File: config.mk
export PLATFORM = sky130hd
export DESIGN_NAME = serial_frame_receiver_crc16_unit
export DESIGN_NICKNAME = d
export VERILOG_FILES = /design/src/sfr_pkg.sv /design/src/serial_frame_receiver_crc16_unit.sv /design/src/sfr_ram.sv /design/src/sfr_ctrl.sv /design/src/sfr_dp.sv
export SDC_FILE = /design/constraint.sdc
export NUM_CORES = 1
export LEC_CHECK = 0
export BUFFER_PORTS_ARGS = -buffer_cell sky130_fd_sc_hd__clkbuf_2
export CORE_MARGIN = 2
export CORE_UTILIZATION = 60
export CTS_BUF_LIST = sky130_fd_sc_hd__clkbuf_4 sky130_fd_sc_hd__clkbuf_8
export DETAILED_ROUTE_END_ITERATION = 8
export PLACE_DENSITY = 0.8
export SETUP_SLACK_MARGIN = 0.4
export SLEW_MARGIN = 5
export SYNTH_ARGS = -nofsm -noshare
export SYNTH_HDL_FRONTEND = slang
export SYNTH_SLANG_ARGS = --single-unit
File: constraint.sdc
create_clock -name clk_i -period 8.9 [get_ports clk_i]
set_clock_uncertainty 0.05 [all_clocks]
set_input_delay 0 -clock clk_i [delete_from_list [all_inputs] [get_ports clk_i]]
set_output_delay 0 -clock clk_i [all_outputs]
set_load 0.03 [all_outputs]
File: src/sfr_pkg.sv
`default_nettype none

package sfr_pkg;

  localparam int unsigned PADDR_W = 4;
  localparam int unsigned PDATA_W = 32;

  // Register indexes (byte address = 4 * index)
  localparam logic [1:0] REG_START_MARKER = 2'd0;
  localparam logic [1:0] REG_END_MARKER   = 2'd1;
  localparam logic [1:0] REG_MAX_LEN      = 2'd2;

  localparam logic [7:0]  START_MARKER_RST = 8'hAA;
  localparam logic [7:0]  END_MARKER_RST   = 8'h55;
  localparam logic [5:0]  MAX_LEN_RST      = 6'd32;

  localparam logic [15:0] CRC_INIT = 16'hFFFF;
  localparam logic [15:0] CRC_POLY = 16'h1021;

  typedef enum logic [2:0] {
    KIND_HEADER = 3'd0,
    KIND_DATA   = 3'd1,
    KIND_CRC    = 3'd2,
    KIND_END    = 3'd3,
    KIND_LEN    = 3'd4
  } kind_e;

  // Commands from the controller to the datapath
  typedef struct packed {
    logic  crc_init;
    logic  crc_feed;
    logic  cmd_load;
    logic  len_load;
    logic  crcl_load;
    logic  crch_load;
    logic  data_wr;
    logic  pcnt_inc;
    logic  pcnt_clr;
    logic  good_inc;
    logic  err_inc;
    logic  rd_clr;
    logic  rd_issue;
    logic  rd_adv;
    logic  out_load;
    kind_e out_kind;
    logic  out_last;
  } dp_cmd_t;

  // Status from the datapath to the controller
  typedef struct packed {
    logic byte_is_start;
    logic byte_is_end;
    logic crc_match;
    logic len_zero;
    logic len_ok;
    logic data_done;
    logic pcnt_zero;
    logic rd_last;
    logic out_free;
  } dp_stat_t;

  // CRC-16/CCITT-FALSE over one byte, MSB first
  function automatic logic [15:0] crc_feed(input logic [15:0] crc, input logic [7:0] b);
    logic [15:0] c;
    c = crc ^ {b, 8'h00};
    for (int i = 0; i < 8; i++) begin
      if (c[15]) begin
        c = {c[14:0], 1'b0} ^ CRC_POLY;
      end else begin
        c = {c[14:0], 1'b0};
      end
    end
    return c;
  endfunction

endpackage

`default_nettype wire

File: src/serial_frame_receiver_crc16_unit.sv
`default_nettype none

// Length-prefixed frame receiver with CRC-16/CCITT-FALSE check.
// Input channel: one received byte per transfer (rx_byte_i, in_valid_i/in_ready_o).
// The block hunts for the start marker, then takes command, length, payload,
// CRC low, CRC high and the end marker. Output channel (out_valid_o/out_ready_i)
// carries one result per transfer: a header followed by the payload bytes on a
// good frame, or a single status on a length, CRC or end-marker error.
// A result is registered from the byte that causes it and appears in the cycle
// after that byte. Ordinary bytes are taken at one per cycle except during a
// payload replay: after a good frame with payload, the bytes are read back from
// the payload buffer one at a time (buffer read, then output load), and input
// is held off until the replay ends. A waiting result does not block bytes that
// cannot produce a result; the length and end bytes wait until the output
// register is free or draining. When the receiver stalls, the output holds its
// result and the replay pauses. Reset: hunting for the start marker, counters
// zero, markers 0xAA/0x55, length limit 32, output empty. Configuration is by
// APB writes, made by the user only while idle; the block does not enforce it.

module serial_frame_receiver_crc16_unit #(
  parameter int unsigned BUF_DEPTH = 32
) (
  input  wire logic                         clk_i,
  input  wire logic                         rst_ni,
  input  wire logic                         psel,
  input  wire logic                         penable,
  input  wire logic                         pwrite,
  input  wire logic [sfr_pkg::PADDR_W-1:0]  paddr,
  input  wire logic [sfr_pkg::PDATA_W-1:0]  pwdata,
  output logic      [sfr_pkg::PDATA_W-1:0]  prdata,
  output logic                              pready,
  input  wire logic                         in_valid_i,
  output logic                              in_ready_o,
  input  wire logic [7:0]                   rx_byte_i,
  output logic                              out_valid_o,
  input  wire logic                         out_ready_i,
  output logic      [2:0]                   kind_o,
  output logic      [7:0]                   command_o,
  output logic      [7:0]                   frame_len_o,
  output logic      [7:0]                   data_byte_o,
  output logic                              last_o,
  output logic      [31:0]                  good_frames_o,
  output logic      [31:0]                  error_total_o
);

  import sfr_pkg::*;

  dp_cmd_t  cmd;
  dp_stat_t stat;

  assign pready = 1'b1;

  sfr_ctrl u_ctrl (
    .clk_i      (clk_i),
    .rst_ni     (rst_ni),
    .in_valid_i (in_valid_i),
    .in_ready_o (in_ready_o),
    .stat_i     (stat),
    .cmd_o      (cmd)
  );

  sfr_dp #(
    .BUF_DEPTH (BUF_DEPTH)
  ) u_dp (
    .clk_i         (clk_i),
    .rst_ni        (rst_ni),
    .psel          (psel),
    .penable       (penable),
    .pwrite        (pwrite),
    .paddr         (paddr),
    .pwdata        (pwdata),
    .prdata        (prdata),
    .rx_byte_i     (rx_byte_i),
    .cmd_i         (cmd),
    .stat_o        (stat),
    .out_valid_o   (out_valid_o),
    .out_ready_i   (out_ready_i),
    .kind_o        (kind_o),
    .command_o     (command_o),
    .frame_len_o   (frame_len_o),
    .data_byte_o   (data_byte_o),
    .last_o        (last_o),
    .good_frames_o (good_frames_o),
    .error_total_o (error_total_o)
  );

endmodule

`default_nettype wire

File: src/sfr_ram.sv
`default_nettype none

module sfr_ram #(
  parameter int unsigned WIDTH  = 8,
  parameter int unsigned DEPTH  = 32,
  parameter int unsigned ADDR_W = (DEPTH > 1) ? $clog2(DEPTH) : 1
) (
  input  wire logic              clk_i,
  input  wire logic              we_i,
  input  wire logic [ADDR_W-1:0] waddr_i,
  input  wire logic [WIDTH-1:0]  wdata_i,
  input  wire logic              re_i,
  input  wire logic [ADDR_W-1:0] raddr_i,
  output logic      [WIDTH-1:0]  rdata_o
);

  logic [WIDTH-1:0] mem_q [DEPTH];
  logic [WIDTH-1:0] rdata_q;

  always_ff @(posedge clk_i) begin
    if (we_i) begin
      mem_q[waddr_i] <= wdata_i;
    end
    if (re_i) begin
      rdata_q <= mem_q[raddr_i];
    end
  end

  assign rdata_o = rdata_q;

endmodule

`default_nettype wire

File: src/sfr_ctrl.sv
`default_nettype none

module sfr_ctrl (
  input  wire logic             clk_i,
  input  wire logic             rst_ni,
  input  wire logic             in_valid_i,
  output logic                  in_ready_o,
  input  wire sfr_pkg::dp_stat_t stat_i,
  output sfr_pkg::dp_cmd_t      cmd_o
);

  import sfr_pkg::*;

  typedef enum logic [2:0] {
    PH_START = 3'd0,
    PH_CMD   = 3'd1,
    PH_LEN   = 3'd2,
    PH_DATA  = 3'd3,
    PH_CRCL  = 3'd4,
    PH_CRCH  = 3'd5,
    PH_END   = 3'd6
  } phase_e;

  typedef enum logic [1:0] {
    ST_RUN,
    ST_READ,
    ST_PUSH
  } state_e;

  phase_e   phase_q, phase_d;
  state_e   state_q, state_d;
  dp_cmd_t  cmd;
  logic     need_slot;
  logic     in_ready;
  logic     accept;

  // Only the length and end bytes can produce a result right away
  assign need_slot = (phase_q == PH_LEN) || (phase_q == PH_END);
  assign in_ready  = (state_q == ST_RUN) && (!need_slot || stat_i.out_free);
  assign accept    = in_valid_i && in_ready;

  always_comb begin
    cmd     = '0;
    phase_d = phase_q;
    state_d = state_q;
    case (state_q)
      ST_RUN: begin
        if (accept) begin
          case (phase_q)
            PH_CMD: begin
              cmd.cmd_load = 1'b1;
              cmd.crc_feed = 1'b1;
              phase_d      = PH_LEN;
            end
            PH_LEN: begin
              cmd.len_load = 1'b1;
              cmd.crc_feed = 1'b1;
              if (stat_i.len_zero) begin
                phase_d = PH_CRCL;
              end else if (stat_i.len_ok) begin
                phase_d = PH_DATA;
              end else begin
                cmd.err_inc  = 1'b1;
                cmd.out_load = 1'b1;
                cmd.out_kind = KIND_LEN;
                cmd.out_last = 1'b1;
                phase_d      = PH_START;
              end
            end
            PH_DATA: begin
              cmd.data_wr  = 1'b1;
              cmd.crc_feed = 1'b1;
              cmd.pcnt_inc = 1'b1;
              if (stat_i.data_done) begin
                phase_d = PH_CRCL;
              end
            end
            PH_CRCL: begin
              cmd.crcl_load = 1'b1;
              phase_d       = PH_CRCH;
            end
            PH_CRCH: begin
              cmd.crch_load = 1'b1;
              phase_d       = PH_END;
            end
            PH_END: begin
              phase_d      = PH_START;
              cmd.out_load = 1'b1;
              cmd.out_last = 1'b1;
              if (!stat_i.byte_is_end) begin
                cmd.err_inc  = 1'b1;
                cmd.out_kind = KIND_END;
                cmd.pcnt_clr = 1'b1;
              end else if (!stat_i.crc_match) begin
                cmd.err_inc  = 1'b1;
                cmd.out_kind = KIND_CRC;
                cmd.pcnt_clr = 1'b1;
              end else begin
                cmd.good_inc = 1'b1;
                cmd.out_kind = KIND_HEADER;
                if (stat_i.pcnt_zero) begin
                  cmd.pcnt_clr = 1'b1;
                end else begin
                  // payload follows the header: replay it from the buffer
                  cmd.out_last = 1'b0;
                  cmd.rd_clr   = 1'b1;
                  state_d      = ST_READ;
                end
              end
            end
            default: begin
              phase_d = PH_START;
              if (stat_i.byte_is_start) begin
                phase_d      = PH_CMD;
                cmd.pcnt_clr = 1'b1;
                cmd.crc_init = 1'b1;
              end
            end
          endcase
        end
      end
      ST_READ: begin
        cmd.rd_issue = 1'b1;
        state_d      = ST_PUSH;
      end
      ST_PUSH: begin
        if (stat_i.out_free) begin
          cmd.out_load = 1'b1;
          cmd.out_kind = KIND_DATA;
          cmd.out_last = stat_i.rd_last;
          cmd.rd_adv   = 1'b1;
          if (stat_i.rd_last) begin
            cmd.pcnt_clr = 1'b1;
            state_d      = ST_RUN;
          end else begin
            state_d = ST_READ;
          end
        end
      end
      default: begin
        state_d = ST_RUN;
      end
    endcase
  end

  always_ff @(posedge clk_i or negedge rst_ni) begin
    if (!rst_ni) begin
      phase_q <= PH_START;
      state_q <= ST_RUN;
    end else begin
      phase_q <= phase_d;
      state_q <= state_d;
    end
  end

  assign in_ready_o = in_ready;
  assign cmd_o      = cmd;

endmodule

`default_nettype wire

File: src/sfr_dp.sv
`default_nettype none

module sfr_dp #(
  parameter int unsigned BUF_DEPTH = 32
) (
  input  wire logic                         clk_i,
  input  wire logic                         rst_ni,
  input  wire logic                         psel,
  input  wire logic                         penable,
  input  wire logic                         pwrite,
  input  wire logic [sfr_pkg::PADDR_W-1:0]  paddr,
  input  wire logic [sfr_pkg::PDATA_W-1:0]  pwdata,
  output logic      [sfr_pkg::PDATA_W-1:0]  prdata,
  input  wire logic [7:0]                   rx_byte_i,
  input  wire sfr_pkg::dp_cmd_t             cmd_i,
  output sfr_pkg::dp_stat_t                 stat_o,
  output logic                              out_valid_o,
  input  wire logic                         out_ready_i,
  output logic      [2:0]                   kind_o,
  output logic      [7:0]                   command_o,
  output logic      [7:0]                   frame_len_o,
  output logic      [7:0]                   data_byte_o,
  output logic                              last_o,
  output logic      [31:0]                  good_frames_o,
  output logic      [31:0]                  error_total_o
);

  import sfr_pkg::*;

  localparam int unsigned AW = (BUF_DEPTH > 1) ? $clog2(BUF_DEPTH) : 1;
  localparam logic [5:0] DEPTH_CAP = 6'(BUF_DEPTH);

  // configuration
  logic [7:0]  start_marker_q;
  logic [7:0]  end_marker_q;
  logic [5:0]  max_len_q;
  logic        cfg_wr;
  logic [1:0]  cfg_idx;

  // frame state
  logic [7:0]  cmd_q, cmd_d;
  logic [7:0]  len_q, len_d;
  logic [5:0]  pcnt_q, pcnt_d;
  logic [5:0]  pcnt_inc;
  logic [15:0] crc_q, crc_d;
  logic [15:0] crcr_q, crcr_d;
  logic [31:0] good_q, good_d;
  logic [31:0] err_q, err_d;
  logic [5:0]  rd_q, rd_d;
  logic [5:0]  rd_inc;
  logic [5:0]  limit;

  // result register
  logic        out_valid_q;
  logic [2:0]  kind_q;
  logic [7:0]  command_q;
  logic [7:0]  frame_len_q;
  logic [7:0]  data_byte_q;
  logic        last_q;
  logic [31:0] good_frames_q;
  logic [31:0] error_total_q;

  logic        ram_we;
  logic [7:0]  ram_rdata;

  assign cfg_wr  = psel && penable && pwrite;
  assign cfg_idx = paddr[3:2];

  always_ff @(posedge clk_i or negedge rst_ni) begin
    if (!rst_ni) begin
      start_marker_q <= START_MARKER_RST;
      end_marker_q   <= END_MARKER_RST;
      max_len_q      <= MAX_LEN_RST;
    end else if (cfg_wr) begin
      case (cfg_idx)
        REG_START_MARKER: start_marker_q <= pwdata[7:0];
        REG_END_MARKER:   end_marker_q   <= pwdata[7:0];
        REG_MAX_LEN:      max_len_q      <= pwdata[5:0];
        default: ;
      endcase
    end
  end

  always_comb begin
    case (cfg_idx)
      REG_START_MARKER: prdata = {24'h0, start_marker_q};
      REG_END_MARKER:   prdata = {24'h0, end_marker_q};
      REG_MAX_LEN:      prdata = {26'h0, max_len_q};
      default:          prdata = '0;
    endcase
  end

  assign limit    = (max_len_q > DEPTH_CAP) ? DEPTH_CAP : max_len_q;
  assign pcnt_inc = pcnt_q + 6'd1;
  assign rd_inc   = rd_q + 6'd1;

  always_comb begin
    cmd_d  = cmd_i.cmd_load  ? rx_byte_i : cmd_q;
    len_d  = cmd_i.len_load  ? rx_byte_i : len_q;
    crc_d  = crc_q;
    crcr_d = crcr_q;
    pcnt_d = pcnt_q;
    rd_d   = rd_q;
    good_d = cmd_i.good_inc ? good_q + 32'd1 : good_q;
    err_d  = cmd_i.err_inc  ? err_q  + 32'd1 : err_q;
    if (cmd_i.crc_init) begin
      crc_d = CRC_INIT;
    end else if (cmd_i.crc_feed) begin
      crc_d = crc_feed(crc_q, rx_byte_i);
    end
    if (cmd_i.crcl_load) begin
      crcr_d = {8'h00, rx_byte_i};
    end else if (cmd_i.crch_load) begin
      crcr_d = {rx_byte_i, crcr_q[7:0]};
    end
    if (cmd_i.pcnt_clr) begin
      pcnt_d = '0;
    end else if (cmd_i.pcnt_inc) begin
      pcnt_d = pcnt_inc;
    end
    if (cmd_i.rd_clr) begin
      rd_d = '0;
    end else if (cmd_i.rd_adv) begin
      rd_d = rd_inc;
    end
  end

  always_ff @(posedge clk_i or negedge rst_ni) begin
    if (!rst_ni) begin
      cmd_q  <= '0;
      len_q  <= '0;
      pcnt_q <= '0;
      crc_q  <= CRC_INIT;
      crcr_q <= '0;
      good_q <= '0;
      err_q  <= '0;
      rd_q   <= '0;
    end else begin
      cmd_q  <= cmd_d;
      len_q  <= len_d;
      pcnt_q <= pcnt_d;
      crc_q  <= crc_d;
      crcr_q <= crcr_d;
      good_q <= good_d;
      err_q  <= err_d;
      rd_q   <= rd_d;
    end
  end

  assign ram_we = cmd_i.data_wr && ({2'b00, pcnt_q} < 8'(BUF_DEPTH));

  sfr_ram #(
    .WIDTH  (8),
    .DEPTH  (BUF_DEPTH),
    .ADDR_W (AW)
  ) u_buf (
    .clk_i   (clk_i),
    .we_i    (ram_we),
    .waddr_i (pcnt_q[AW-1:0]),
    .wdata_i (rx_byte_i),
    .re_i    (cmd_i.rd_issue),
    .raddr_i (rd_q[AW-1:0]),
    .rdata_o (ram_rdata)
  );

  // Output register: load wins over a same-cycle transfer
  always_ff @(posedge clk_i or negedge rst_ni) begin
    if (!rst_ni) begin
      out_valid_q <= 1'b0;
    end else if (cmd_i.out_load) begin
      out_valid_q <= 1'b1;
    end else if (out_ready_i) begin
      out_valid_q <= 1'b0;
    end
  end

  always_ff @(posedge clk_i) begin
    if (cmd_i.out_load) begin
      kind_q        <= cmd_i.out_kind;
      command_q     <= cmd_q;
      frame_len_q   <= len_d;
      data_byte_q   <= (cmd_i.out_kind == KIND_DATA) ? ram_rdata : 8'h00;
      last_q        <= cmd_i.out_last;
      good_frames_q <= good_d;
      error_total_q <= err_d;
    end
  end

  assign stat_o.byte_is_start = (rx_byte_i == start_marker_q);
  assign stat_o.byte_is_end   = (rx_byte_i == end_marker_q);
  assign stat_o.crc_match     = (crc_q == crcr_q);
  assign stat_o.len_zero      = (rx_byte_i == 8'h00);
  assign stat_o.len_ok        = (rx_byte_i <= {2'b00, limit});
  assign stat_o.data_done     = ({2'b00, pcnt_inc} >= len_q);
  assign stat_o.pcnt_zero     = (pcnt_q == 6'd0);
  assign stat_o.rd_last       = (rd_inc == pcnt_q);
  assign stat_o.out_free      = !out_valid_q || out_ready_i;

  assign out_valid_o   = out_valid_q;
  assign kind_o        = kind_q;
  assign command_o     = command_q;
  assign frame_len_o   = frame_len_q;
  assign data_byte_o   = data_byte_q;
  assign last_o        = last_q;
  assign good_frames_o = good_frames_q;
  assign error_total_o = error_total_q;

endmodule

`default_nettype wire

==> impl_metrics.tcl, run 1 <==
set metrics [dict create \
    status "finished, final reports clean" \
    grt_first_pass_wirelength_um 71780 \
    fmax_ghz 0.2542 \
    synth.avg_cell_area_sq_um 15.29 \
    final_nets 1668 \
    clock_path_buffers 3 \
    antenna_found_initial 1 \
    crit_buf_inv 1 \
    die_x_um 193.8 \
    start_util_pct 60.79 \
    power.density_nw_per_um2 310.9 \
    ys_types 70 \
    seq_area_frac_synth_pct 67.18 \
    remaining_drc_errors 0 \
    setup_violations 0 \
    ir_worst_vdd_uv 185.8 \
    gp_congestion 0.8236 \
    yosysWarningCount 0 \
    setup_ws_ns 4.965 \
    synth_area_leaders "edfxtp_1, dfrtp_1, mux4_2" \
    syn_area_sq_um 21620 \
    ys.flop_type "edfxtp_1" \
    dr.pass1.iters 5 \
    dp.cells 1951 \
    num_rows 69 \
    drv_cap 0 \
    crit_chain "nor4bb_1 -> nor2b_1 -> nand3_4 -> nand3_4 -> buf_4" \
    wl_um 45830 \
    n_fill_cell 2303 \
    stdcell_count 2123 \
    path_max_fanout 84 \
    path_common_cell "nand3_4" \
    cts_buffers 80 \
    clk_latency_ns 0.65 \
    cts.sinks 508 \
    drtIter0Drc 1096 \
    slew_headroom_pct 19.85 \
    cp_data_arrival_time_ns 4.12 \
    cp_slowest_stage_delay_ns 0.89 \
    diodes 0 \
    hp-class "input port to flip-flop" \
    synthCells 1414 \
    ant_nets 0 \
    numPortBuffers 126 \
    crit_family "simple AND/OR/NAND/NOR gates" \
    rsz0062_at_grt "false" \
    fin_crit_sh_pct 44.21 \
    clockRootBuffer "clkbuf_8" \
    syn_to_final_growth_pct 13.17 \
    end_kind "flip-flop" \
    die_h_um 193.8 \
    vias_per_cell 5.874 \
    cts_resized 0 \
    tightest_slew_ns 1.193 \
    synth-seq-cells 508 \
    dp_hpwl_um 28490 \
    start_kind "flip-flop" \
    synth_top_cell_area_share_pct 49.44 \
    die_area_sq_um 37570 \
    async_flop_share_pct 29.92 \
    fin_setup_tns_ns 0 \
    grt_overflow_total 0 \
    vias 12470 \
    power.leakage_nw 9.421 \
    grt_pass1_vias 12760 \
    crit_type "flip-flop to flip-flop" \
    grt_use_total_pct 24.87 \
    final_util_pct 68.79 \
    yosysTopAreaCell "edfxtp_1" \
    slew_viol_final 0 \
    ios 178 \
    routedWlPerCell_um 21.59 \
    synth_edf_count 356 \
    clk_pin_slew_worst_paths_ns 0.06 \
    grt_max_degree 85 \
    pre_cts_ws_ns 5.045 \
    core_area_sq_um 35570 \
    layout_min_cycle_time_ns 3.935 \
    cts_tree "built" \
    final-hold-violation-count 0 \
    layout-drive-gt1-share_pct 26.23 \
    required_ns 9.08 \
    cp_slowest_cell "buf_4" \
    ctsHtreeMaxLevel 3 \
]
==> sequential cells by signal, summed over array words and instances, names as in the netlist, 16 cells and up <==
name,flops
u_dp.crc_q,16
u_dp.crcr_q,16
u_dp.err_q,32
u_dp.error_total_o,32
u_dp.good_frames_o,32
u_dp.good_q,32
u_dp.u_buf.mem_q,256
==> layer usage <==
metal	wire, um	share of wire (%)	track usage [%]
met4	1586	3.5	10.07
met2	22830	50	41.31
met3	3413	7.4	5.444
met1	18000	39	32.22
met5	0	0	0
==> final timing paths <==
check / startpoint / end / slack, ns / cells after the start
worst max-delay path: u_ctrl.phase_q[0] / u_dp.good_frames_o[5] / 4.97 / 5
worst min-delay path: paddr[2] / u_dp.start_marker_q[5] / 0.09 / 3
worst max register to register: u_ctrl.phase_q[0] / u_dp.good_frames_o[5] / 4.97 / 5
worst min register to register: u_dp.cmd_q[6] / u_dp.command_o[6] / 0.39 / 0
max in group asynchronous: rst_ni / u_dp.good_q[4] / 7.19 / 4
min in group asynchronous: rst_ni / u_dp.max_len_q[5] / 0.52 / 3
==> cell type report <==
type / count / area (sq um) / share of cell area, %
repair buffers: 169 / 1042 / 4.260
flip-flops and latches: 508 / 14530 / 59.38
clock buffers: 119 / 1469 / 6.003
inverters: 29 / 108.9 / 0.4449
clock inverters: 27 / 166.4 / 0.6801
multi-input cells: 810 / 6575 / 26.87
well taps: 461 / 576.8 / 2.357
==> cell families (layout without fill, tap and decap cells) <==
logic type	count (synthesis)	after routing	share of synthesized area, %
AOI/OAI and AO/OA	124	124	4.699
adders and majority gates	19	19	1.100
muxes	168	168	10.49
DFF	508	508	67.18
buffers and inverters	119	344	2.865
xor gates and xnor gates	134	134	5.428
other	2	25	0.03474
and+or+nand+nor	340	340	8.200
==> cell usage after synthesis, types with 31 or more instances <==
master,count
mux2_2,56
mux4_2,40
edfxtp_1,356
o221ai_1,36
xor2_1,67
buf_4,33
dfrtp_1,127
mux2i_1,59
xnor2_1,67
nand3_1,31
nor2_1,71
nand2_1,106
==> worst min-delay path, delay by kind of cell <==
kind	cells	cell delay (ns)
buffers and inverters	1	0.23
AND/OR/NAND/NOR	1	0.25
multiplexers	1	0.27
==> power breakdown <==
group,switching [W],internal (W),leakage (nW)
sequential,0.000330,0.00303,5.11
combinational,0.00138,0.000882,3.44
clock,0.000897,0.00109,0.869
total,0.00261,0.00500,9.42
==> metrics by stage <==
step           hold WS (ns)  cell area [sq um]  total power, W
6_report            0.09366              24470        0.007608
5_1_grt             0.09020              24470        0.007978
4_1_cts             0.02648              24470        0.007654
3_5_place_dp        0.01242              22560        0.005652
3_3_place_gp       0.006545              22560        0.005583
2_1_floorplan       -0.3456              21710        0.005036
==> placed cells by master (no fill, tap or decap), drive strengths merged, types with 19 or more instances in the layout <==
cell type	Yosys	layout
buf	63	19
clkbuf	27	244
clkinv	1	22
conb	2	25
dfrtp	127	127
dfstp	25	25
dlygate4sd3	0	25
edfxtp	356	356
ha	19	19
inv	28	32
mux2	69	69
mux2i	59	59
mux4	40	40
nand2	109	109
nand3	34	34
nor2	72	72
nor3	19	19
o21ai	31	31
o221ai	36	36
xnor2	67	67
xor2	67	67
==> repair_timing <==
action	4_1_cts	5_1_grt
setup endpoints to repair	0	0
endpoints found under the hold margin	293	0
hold buffers	26	0
buffers inserted	0	0
Power figures use the tool's default switching activity.
==> inputs of run 2 (changes only) <==
Settings changed: CORE_UTILIZATION 60 to 56, PLACE_DENSITY 0.8 to 0.78.
Clock period 8.9 ns to 3.5 ns, I/O delays scaled along.
==> impl_metrics.tcl, run 2 (synthesized netlist as in run 1, its figures left out) <==
set metrics [dict create \
    clk_latency_ns 0.64 \
    grt_pass1_vias 12870 \
    drtIter0Drc 972 \
    antenna_found_initial 0 \
    ctsHtreeMaxLevel 3 \
    ant_nets 0 \
    final_nets 1722 \
    crit_family "compound AO/OA/AOI/OAI gates" \
    fin_setup_tns_ns 0 \
    slew_viol_final 0 \
    grt_max_degree 77 \
    crit_chain "inv_1 -> ha_1 -> and4bb_1 -> o211ai_1 -> a21boi_2 -> nand3_2 -> a2111oi_2 -> xor2_1" \
    largest_register_ffs 256 \
    diodes 0 \
    syn_to_final_growth_pct 15.75 \
    status "finished, final reports clean" \
    fmax_ghz 0.3201 \
    combPwrFrac_pct 31.0 \
    cts_resized 0 \
    fin_crit_sh_pct 89.27 \
    grt_use_total_pct 23.75 \
    crit_type "flip-flop to flip-flop" \
    die_area_sq_um 40200 \
    wl_um 47180 \
    end_kind "flip-flop" \
    required_ns 3.80 \
    die_x_um 200.5 \
    cts_tree "built" \
    worstHoldEndpoint "u_dp.max_len_q[5]" \
    drv_cap 0 \
    final_cell_mix "edfxtp_1, clkbuf_2, dfrtp_1, nand2_1, clkbuf_8" \
    clock_power_share_pct 26.3 \
    clockRootBuffer "clkbuf_8" \
    vias 12780 \
    pre_cts_ws_ns 0.4457 \
    remaining_drc_errors 0 \
    cts_buffers 80 \
    cp_slowest_stage_delay_ns 0.55 \
    core_area_sq_um 37840 \
    numPortBuffers 126 \
    final-hold-violation-count 0 \
    cp_data_arrival_time_ns 3.43 \
    p_switching_w 0.006713 \
    timing.hold.ws_ns 0.09808 \
    p_sw_share_pct 34.00 \
    grt_first_pass_wirelength_um 73670 \
    final_util_pct 66.13 \
    crit_buf_inv 1 \
    rr_endpoint "u_dp.error_total_o[20]" \
    dr.pass1.iters 5 \
    power.density_nw_per_um2 788.9 \
    r2r_cells 8 \
    worstHoldStart "paddr[2]" \
    top_register "u_dp.u_buf.mem_q" \
    ir_worst_vdd_uv 404.5 \
    power.leakage_nw 9.716 \
    dp_hpwl_um 30500 \
    layout_min_cycle_time_ns 3.124 \
    clk_pin_slew_worst_paths_ns 0.06 \
    die_h_um 200.5 \
    path_max_fanout 16 \
    setup_violations 0 \
    timing.rr.start "u_dp.max_len_q[5]" \
    setup_ws_ns 0.3755 \
    slew_headroom_pct 17.65 \
    holdPathStages 4 \
    clock_path_buffers 3 \
    hp-class "input port to flip-flop" \
    gp_congestion 0.8296 \
    grt_overflow_total 0 \
    cts.sinks 508 \
    n_fill_cell 2609 \
    ios 178 \
    final_common_cell "edfxtp_1" \
    num_rows 71 \
    vias_per_cell 5.751 \
    layout-drive-gt1-share_pct 28.33 \
    tightest_slew_ns 1.226 \
    r2r_slack_ns 0.38 \
    p_int_w 0.01303 \
    rsz0062_at_grt "true" \
    cp_slowest_cell "dfstp_2" \
    p_seq_share_pct 42.7 \
    start_kind "flip-flop" \
    routedWlPerCell_um 21.22 \
    start_util_pct 57.13 \
]
run 2: what timing repair did:
action,in CTS,in global routing
hold buffers,32,0
endpoints found under the hold margin,196,0
endpoints found under the setup margin,0,89
setup buffers,0,1
run 2: cell type report:
class	instances	area, sq um	area share (%)
clock inverter	24	234.0	0.9349
clock buffer	118	1436	5.739
timing repair buffer	222	1493	5.964
inverter	29	108.9	0.4350
tap	511	639.4	2.555
multi-input combinational	811	6585	26.31
sequential	508	14530	58.06
run 2: worst max path at each step:
stage	from	end	depth (start not counted)
floorplan	u_dp.max_len_q[5]	u_dp.command_o[0]	8
global placement	u_dp.max_len_q[5]	u_dp.good_frames_o[4]	8
detailed placement	u_dp.max_len_q[5]	u_dp.error_total_o[7]	9
CTS	u_dp.max_len_q[5]	u_dp.error_total_o[7]	9
global route	u_dp.max_len_q[5]	u_dp.error_total_o[1]	8
finish	u_dp.max_len_q[5]	u_dp.error_total_o[20]	8
run 2: worst register-to-register path, stage by stage (launching register included):
cell and delay [ns]:
dfstp_2 0.55, inv_1 0.09, ha_1 0.30, and4bb_1 0.24, o211ai_1 0.12, a21boi_2 0.41
nand3_2 0.48, a2111oi_2 0.47, xor2_1 0.14
run 2: power groups by stage:
stage                     logic [W]  registers (W)  clock network (W)
after floorplan             0.00377        0.00899                  0
final                       0.00612        0.00844            0.00519
after CTS                   0.00610        0.00844            0.00528
after global placement      0.00587        0.00850                  0
after detailed placement    0.00600        0.00855                  0
after global routing        0.00657        0.00854            0.00555
run 2: through the flow:
step	instance area, sq um	total power (W)	instances
2_1_floorplan	21720	0.01276	1437
3_3_place_gp	22990	0.01437	2047
3_5_place_dp	22990	0.01455	2047
4_1_cts	25000	0.01982	2221
5_1_grt	25030	0.02066	2223
6_report	25030	0.01974	2223
run 2: routing by layer:
metal	part of all wire (%)	up-vias	GRT usage, %
li1	-	5728	-
met1	41	6483	31.89
met2	50	488	39.20
met3	6.2	85	4.156
met4	2.8	0	9.074
met5	0	-	0
==> inputs of run 3 (changes only) <==
Settings changed: BUFFER_PORTS_ARGS -buffer_cell sky130_fd_sc_hd__clkbuf_2 to default, CELL_PAD_IN_SITES_DETAIL_PLACEMENT from default to 2, CELL_PAD_IN_SITES_GLOBAL_PLACEMENT from default to 2, CORE_UTILIZATION 56 to 43, DONT_BUFFER_PORTS from default to 1, PLACE_DENSITY 0.78 to default, PLACE_DENSITY_LB_ADDON from default to 0.1.
==> impl_metrics.tcl, run 3 (synthesized netlist as in run 1, its figures left out) <==
set metrics [dict create \
    syn_to_final_growth_pct 16.41 \
    dr.pass1.iters 5 \
    ctsHtreeMaxLevel 3 \
    final_cell_mix "edfxtp_1, dfrtp_1, nand2_1, clkbuf_8, buf_4" \
    wl_um 61420 \
    hp-class "input port to async pin" \
    drtIter0Drc 777 \
    end_kind "flip-flop" \
    grt_pass1_vias 14340 \
    top_register "u_dp.u_buf.mem_q" \
    final-hold-violation-count 152 \
    clk_latency_ns 0.69 \
    die_h_um 228.2 \
    remaining_drc_errors 0 \
    grt_use_total_pct 23.90 \
    routed.top_layer "met4" \
    start_util_pct 43.36 \
    core_area_sq_um 49860 \
    cp_data_arrival_time_ns 3.32 \
    crit_type "flip-flop to flip-flop" \
    dp.cells 2100 \
    drv_cap 0 \
    cts_tree "built" \
    status "finished, violations left" \
    cp_slowest_cell "dfstp_2" \
    clock_path_buffers 3 \
    slew_viol_final 0 \
    power.density_nw_per_um2 800.8 \
    dp_hpwl_um 37900 \
    slew_headroom_pct 33.41 \
    cp.depth 9 \
    r2r_slack_ns 0.53 \
    path_max_fanout 15 \
    stdcell_count 2313 \
    rr_endpoint "u_dp.error_total_o[24]" \
    violations "hold timing" \
    layout_min_cycle_time_ns 2.967 \
    layout-drive-gt1-share_pct 24.65 \
    grt_max_degree 153 \
    vias_per_cell 5.488 \
    gp_congestion 0.7546 \
    crit_buf_inv 2 \
    wl_met1_um 25300 \
    final_common_cell "edfxtp_1" \
    routedWlPerCell_um 26.56 \
    fin_setup_tns_ns 0 \
    tightest_slew_ns 0.9968 \
    start_kind "flip-flop" \
    grt_first_pass_wirelength_um 93160 \
    timing.rr.start "u_dp.max_len_q[5]" \
    cts.sinks 508 \
    clk_pin_slew_worst_paths_ns 0.07 \
    final_util_pct 50.47 \
    ios 178 \
    vias 12690 \
    cts_buffers 88 \
    crit_family "compound AO/OA/AOI/OAI gates" \
    final_nets 1637 \
    fmax_ghz 0.3371 \
    ant_nets 0 \
    die_x_um 228.2 \
    num_rows 82 \
    largest_register_ffs 256 \
    dr_wl_met2_um 31930 \
    required_ns 3.86 \
    r2r_cells 9 \
    clockRootBuffer "clkbuf_8" \
    numPortBuffers 0 \
    fin_crit_sh_pct 84.76 \
    timing.hold.ws_ns -1.015 \
    rsz0062_at_grt "false" \
    power.leakage_nw 9.493 \
    setup_violations 0 \
    antenna_found_initial 2 \
    die_area_sq_um 52090 \
    wl_met3_um 2564 \
    crit_chain "inv_1 -> ha_1 -> and4bb_1 -> o211ai_1 -> a21boi_4 -> nand3_4 -> buf_12 -> a2111oi_2 -> xor2_1" \
    cp_slowest_stage_delay_ns 0.56 \
    ir_worst_vdd_uv 531.5 \
    grt_overflow_total 0 \
]
run 3: cell count changes in the layout (fill, tap and decap cells not counted), sizes merged:
cell and delta:
clkinv +10, diode +2, clkbuf -113, buf +26, bufinv -4, dlygate4sd3 +6, inv +2
run 3: power by group:
group          internal (W)  switching [W]
logic               0.00237        0.00306
registers           0.00773        0.00156
clock network       0.00294        0.00250
run 3: worst max-delay path by stage:
stage	slack, ns	endpoint	from
after CTS	0.50	u_dp.error_total_o[24]	u_dp.max_len_q[5]
after global routing	0.40	u_dp.error_total_o[8]	u_dp.max_len_q[5]
final	0.53	u_dp.error_total_o[24]	u_dp.max_len_q[5]
after floorplan	0.41	u_dp.command_o[0]	u_dp.max_len_q[5]
after detailed placement	0.23	u_dp.error_total_o[24]	u_dp.max_len_q[5]
after global placement	0.42	u_dp.error_total_o[29]	u_dp.max_len_q[5]
run 3: timing repair:
action	CTS	global route
gates resized for setup	1	4
pin swaps	1	1
hold buffers	43	2
buffers inserted	2	1
cloned	1	0
setup endpoints to repair	13	91
hold endpoints to repair	501	154
run 3: routing by layer:
metal | up-vias | GRT usage [%]
met2 | 278 | 42.02
met5 | - | 0
li1 | 5570 | -
met4 | 0 | 6.965
met1 | 6734 | 29.75
met3 | 111 | 5.050
run 3: through the flow:
stage	power (W)	hold WS [ns]	setup WS, ns	area, sq um
final	0.02015	-1.015	0.5335	25170
after global routing	0.02118	-1.076	0.4042	25170
after CTS	0.02036	-1.078	0.4998	25100
after detailed placement	0.01466	-0.3327	0.2342	22780
after global placement	0.01443	-0.3333	0.4169	22780
after floorplan	0.01276	-0.3456	0.4074	21720
run 3: layout make-up:
class / count / area (sq um)
sequential: 508 / 14530
clock buffer: 130 / 1602
fill: 4686 / 24690
antenna: 2 / 5.005
timing repair buffer: 129 / 1285
inverter: 29 / 108.9
multi-input combinational: 811 / 6629
clock inverter: 32 / 167.7
tap: 672 / 840.8
run 3: worst reg2reg max path: cells and delay by family, from the launching register on:
| kind | cells | cell delay, ns |
|---|---|---|
| xor gates and xnor gates | 1 | 0.18 |
| adders and majority gates | 1 | 0.32 |
| buffers and inverters | 2 | 0.32 |
| AOI/OAI and AO/OA | 3 | 0.85 |
| DFF | 1 | 0.56 |
| and+or+nand+nor | 2 | 0.44 |
